**config.mk**
```make
export PLATFORM = sky130hd
export DESIGN_NAME = cpvt_update
export DESIGN_NICKNAME = d
export VERILOG_FILES = /design/src/hw/rtl/cpvt_pkg.sv /design/src/hw/rtl/cpvt_update.sv
export SDC_FILE = /design/constraint.sdc
export NUM_CORES = 1
export LEC_CHECK = 0
export BUFFER_PORTS_ARGS = -buffer_cell sky130_fd_sc_hd__clkbuf_2
export CORE_MARGIN = 2
export CORE_UTILIZATION = 54
export DETAILED_ROUTE_END_ITERATION = 16
export GPL_TIMING_DRIVEN = 0
export MAX_ROUTING_LAYER = met4
export PLACE_DENSITY = 0.85
export RECOVER_POWER = 25
export SLEW_MARGIN = 10
export SYNTH_ARGS = -nofsm -noshare
export SYNTH_HDL_FRONTEND = slang
export SYNTH_SLANG_ARGS = --single-unit
```
**constraint.sdc**
```tcl
create_clock -name vclk -period 10.1
set_input_delay 1.515 -clock vclk [all_inputs]
set_output_delay 1.515 -clock vclk [all_outputs]
set_load 0.03 [all_outputs]
```
**src/hw/rtl/cpvt_pkg.sv**
```systemverilog
`timescale 1ns / 1ps

package cpvt_pkg;

  // Default sizing of the vote store.
  localparam int DefNumVariables = 4096;
  localparam int DefVoteBits     = 32;
  localparam int DefFractionBits = 16;

  // Fixed field widths.
  localparam int VarIndexBits  = 12;
  localparam int ClauseSizeBits = 8;
  localparam int WeightBits    = 17;
  localparam int ResultBits    = 32;
  localparam int CfgIndexBits  = 1;

  // Clauses longer than this carry no weight.
  localparam logic [ClauseSizeBits-1:0] MaxClauseSize = 8'd63;

  // Operation codes.
  localparam logic [1:0] OP_VOTE  = 2'd0;
  localparam logic [1:0] OP_QUERY = 2'd1;
  localparam logic [1:0] OP_CLEAR = 2'd2;

  // Clause kinds.
  localparam logic [1:0] KIND_LONG    = 2'd0;
  localparam logic [1:0] KIND_BINARY  = 2'd1;
  localparam logic [1:0] KIND_TERNARY = 2'd2;

  // Configuration register indexes and reset values.
  localparam logic [CfgIndexBits-1:0] CFG_BINARY_WEIGHT  = 1'd0;
  localparam logic [CfgIndexBits-1:0] CFG_TERNARY_WEIGHT = 1'd1;
  localparam logic [WeightBits-1:0]   BinaryWeightReset  = 17'd32768;
  localparam logic [WeightBits-1:0]   TernaryWeightReset = 17'd19661;

  // One request into the table.
  typedef struct packed {
    logic [1:0]                operation;
    logic [VarIndexBits-1:0]   variable_index;
    logic                      literal_sign;
    logic [ClauseSizeBits-1:0] clause_size;
    logic [1:0]                implicit_kind;
    logic                      redundant_clause;
  } vote_req_t;

  // One result out of the table.
  typedef struct packed {
    logic                         polarity_true;
    logic                         undecided;
    logic signed [ResultBits-1:0] vote_value;
    logic                         saturated;
  } vote_rsp_t;

endpackage

```
**src/hw/rtl/cpvt_update.sv**
```systemverilog
`timescale 1ns / 1ps

// Computes the new vote of one entry: weight selection and saturating add or subtract.
module cpvt_update import cpvt_pkg::*; #(
  parameter int VoteBits     = DefVoteBits,
  parameter int FractionBits = DefFractionBits
) (
  input  vote_req_t             req_i,
  input  logic [VoteBits-1:0]   vote_i,
  input  logic [WeightBits-1:0] binary_weight_i,
  input  logic [WeightBits-1:0] ternary_weight_i,
  output logic [VoteBits-1:0]   vote_o,
  output logic                  saturated_o
);

  localparam int WW = (FractionBits + 1 > WeightBits) ? FractionBits + 1 : WeightBits;
  localparam int SW = ((VoteBits > WW) ? VoteBits : WW) + 2;
  localparam logic [SW-1:0] VoteMax = {{(SW - VoteBits + 1){1'b0}}, {(VoteBits - 1){1'b1}}};
  localparam logic [SW-1:0] VoteMin = {{(SW - VoteBits + 1){1'b1}}, {(VoteBits - 1){1'b0}}};

  logic [WW-1:0]       long_weight;
  logic [WW-1:0]       weight;
  logic                kind_ok;
  logic [5:0]          exponent;
  logic [SW-1:0]       vote_ext;
  logic [SW-1:0]       weight_ext;
  logic [SW-1:0]       sum;
  logic                over;
  logic                under;

  // Long clauses weigh 2^-(size-1), truncated to the fraction bits.
  always_comb begin
    exponent    = 6'(req_i.clause_size - 8'd1);
    long_weight = '0;
    if ((req_i.clause_size != '0) && (req_i.clause_size <= MaxClauseSize) &&
        (7'(FractionBits) >= {1'b0, exponent})) begin
      long_weight = WW'(1) << (7'(FractionBits) - {1'b0, exponent});
    end
  end

  // Weight by clause kind; the unused kind code casts no vote.
  always_comb begin
    kind_ok = 1'b1;
    case (req_i.implicit_kind)
      KIND_LONG:    weight = long_weight;
      KIND_BINARY:  weight = WW'(binary_weight_i);
      KIND_TERNARY: weight = WW'(ternary_weight_i);
      default: begin
        weight  = '0;
        kind_ok = 1'b0;
      end
    endcase
  end

  // Saturating add or subtract in a wide signed domain.
  always_comb begin
    vote_ext   = {{(SW - VoteBits){vote_i[VoteBits-1]}}, vote_i};
    weight_ext = {{(SW - WW){1'b0}}, weight};
    sum        = req_i.literal_sign ? (vote_ext + weight_ext) : (vote_ext - weight_ext);
    over       = $signed(sum) > $signed(VoteMax);
    under      = $signed(sum) < $signed(VoteMin);
  end

  // Apply the operation to the entry.
  always_comb begin
    vote_o      = vote_i;
    saturated_o = 1'b0;
    case (req_i.operation)
      OP_CLEAR: vote_o = '0;
      OP_VOTE: begin
        if (!req_i.redundant_clause && kind_ok) begin
          if (over) begin
            vote_o      = VoteMax[VoteBits-1:0];
            saturated_o = 1'b1;
          end else if (under) begin
            vote_o      = VoteMin[VoteBits-1:0];
            saturated_o = 1'b1;
          end else begin
            vote_o = sum[VoteBits-1:0];
          end
        end
      end
      default: vote_o = vote_i;
    endcase
  end

endmodule
```
==> flow_metrics.tcl <==
set metrics [dict create \
    antenna_found_initial 0 \
    cp_max_fo 10 \
    nets 798 \
    place_inst 738 \
    hold_buffers 0 \
    slew_headroom 0.331 \
    drive_above_1_share 0.243 \
    io_pins 125 \
    globalplace.congestion 1.02 \
    ys_types 77 \
    holdPathEnd "vote_o[20]" \
    finalPower_uw 384 \
    start_kind "primary input" \
    ir_worst_vdd_uv 30.2 \
    hold_class "in -> out" \
    crit_path_top_delay_cell "o41ai_4" \
    fin_cells 746 \
    required_ps 8590 \
    timing.fmax_mhz 101 \
    n_clock_buffer 0 \
    first_pass_iters 6 \
    criticalPathCategory "in -> out" \
    setup_viol 0 \
    dpl.hpwl_mm 10.4 \
    seqCellArea_um2 0 \
    n_sequential_cell 0 \
    crit_family "compound AO/OA/AOI/OAI gates" \
    final_antenna_net_count 0 \
    period_share 0.978 \
    diodes 0 \
    vias 4942 \
    start_util 0.550 \
    final.fill_count 609 \
    powerDensity_nw_per_um2 85.4 \
    dieArea_um2 7520 \
    min_period_ps 9870 \
    vias_per_cell 6.62 \
    grt_pass1_wl_mm 19.9 \
    syn_avg_cell_area_um2 6.72 \
    drc_errors 0 \
    grt_overflow 0 \
    cp-end-kind "primary output" \
    seq_area_frac_synth 0 \
    fin_util 0.670 \
    hold_start "vote_i[20]" \
    syn_inst 550 \
    timing.final.max_slew_violations 0 \
    status "finished, final reports clean" \
    grt_pass1_vias 4231 \
    track_usage 0.329 \
    area_delta_synth_final_pct 21.9 \
    drv_cap 0 \
    crit_buf_inv 6 \
    fp.dieH_um 86.7 \
    yosysWarnings 0 \
    cpPeakStageDelay_ps 480 \
    design.core.area_um2 6720 \
    syn_nets 680 \
    routedWlPerCell_um 17.4 \
    tns_ps 0 \
    rows 30 \
    portBuffers 108 \
    worst_slew_pin_slew_ps 994 \
    drt_wl_total_mm 13.0 \
    arrival_ps 8360 \
    die_x_um 86.7 \
    grt_max_degree 11 \
    finalHoldViolCount 0 \
    first_iter_violations 504 \
    syn_area_um2 3690 \
    leakage_nw 1.95 \
    whs_path_depth 4 \
]
==> tightest hold or removal path, stage by stage <==
cell	delay [ps]
clkbuf_2	90
nand2_1	50
o21ai_1	50
clkbuf_2	170
==> layer usage <==
layer / wire length, µm / global-route usage
met5: 0 / -
met2: 6030 / 0.564
met1: 5310 / 0.428
met4: 471 / 0.0781
met3: 1190 / 0.00857
==> cell usage after synthesis, types with 4 or more instances <==
| cell type | count | area [µm²] |
|---|---|---|
| nand2_1 | 46 | 173 |
| o211ai_1 | 5 | 37.5 |
| a31oi_1 | 29 | 181 |
| o21bai_1 | 8 | 60.1 |
| nand4_1 | 13 | 81.3 |
| nor3_1 | 10 | 50.1 |
| inv_1 | 13 | 48.8 |
| nor2b_1 | 7 | 43.8 |
| a21oi_1 | 67 | 335 |
| nand2b_1 | 10 | 62.6 |
| and3_1 | 8 | 50.1 |
| nand3_1 | 10 | 50.1 |
| buf_2 | 4 | 20.0 |
| a21o_1 | 15 | 113 |
| xor2_1 | 15 | 131 |
| and2_1 | 5 | 31.3 |
| nor4_1 | 5 | 31.3 |
| o21ai_1 | 10 | 50.1 |
| a222oi_1 | 10 | 100 |
| clkbuf_1 | 27 | 101 |
| a211oi_1 | 5 | 37.5 |
| ha_1 | 37 | 463 |
| xnor2_1 | 34 | 298 |
| a22oi_1 | 4 | 30.0 |
| a22o_1 | 5 | 43.8 |
| o21ai_0 | 51 | 255 |
| o21a_1 | 4 | 30.0 |
| nor2_1 | 29 | 109 |
==> layout by cell type, fill, tap and decap left out, drive strengths merged, types with 3 or more instances in the layout <==
cell type  synthesis  routed
inv               13      13
nor2              31      31
ha                37      37
o21ai             61      61
a22o               5       5
nand3             10      10
o21bai             8       8
a211oi             5       5
and2               5       5
o211ai             5       5
a222oi            10      10
xnor2             34      34
and3               9       9
a41oi              3       3
a21o              15      15
nor3              11      11
buf               11      19
a31oi             30      30
nand4             13      13
o21a               4       4
nor2b              7       7
nand2             47      47
nand2b            10      10
mux2i              3       3
nor4               7       7
xor2              15      15
a21oi             68      68
a22oi              4       4
clkbuf            27     134
==> cells by family (layout without fill, tap and decap cells) <==
logic type	Yosys count	count (layout)	share of synthesized area
adder cells (fa/ha/maj)	39	39	0.133
buffers and inverters	51	166	0.0613
XOR/XNOR	49	49	0.116
multiplexers	3	3	0.00915
AND/OR/NAND/NOR	163	164	0.244
AO/OA/AOI/OAI	245	245	0.436
==> how the worst max path moves through the flow <==
| stage | start | end | cells past startpoint |
|---|---|---|---|
| global route | req_i[3] | vote_o[15] | 29 |
| finish | req_i[3] | vote_o[30] | 28 |
| detailed placement | req_i[3] | vote_o[6] | 29 |
| global placement | req_i[3] | vote_o[2] | 29 |
| floorplan | req_i[3] | vote_o[5] | 29 |
| CTS | req_i[3] | vote_o[30] | 30 |
==> power breakdown <==
group,switching (mW),internal [mW],total (mW)
Clock,0,0,0
Sequential,0,0,0
Combinational,0.236,0.148,0.384
Total,0.236,0.148,0.384
==> layout make-up <==
class                           instances  area (µm²)  area share
Buffer                                 36         194      0.0431
Inverter                               13        48.8      0.0108
Multi-Input combinational cell        500        3550       0.789
Tap cell                               80         100      0.0222
Timing Repair Buffer                  117         608       0.135
==> timing repair <==
action	in CTS	in global routing
setup endpoints to repair	32	32
setup buffers	1	8
pin swaps	0	5
gates resized for setup	12	24
cloned	0	1
==> through the flow <==
| step | hold slack (ps) | worst slack (ps) | cell area (µm²) |
|---|---|---|---|
| global placement | 3380 | -335 | 4330 |
| CTS | 3380 | 49.0 | 4380 |
| floorplan | 3240 | 921 | 3690 |
| detailed placement | 3380 | -541 | 4330 |
| finish | 3390 | 227 | 4500 |
| global route | 3410 | -234 | 4500 |
Note: power is estimated with default switching activity, not from simulation.
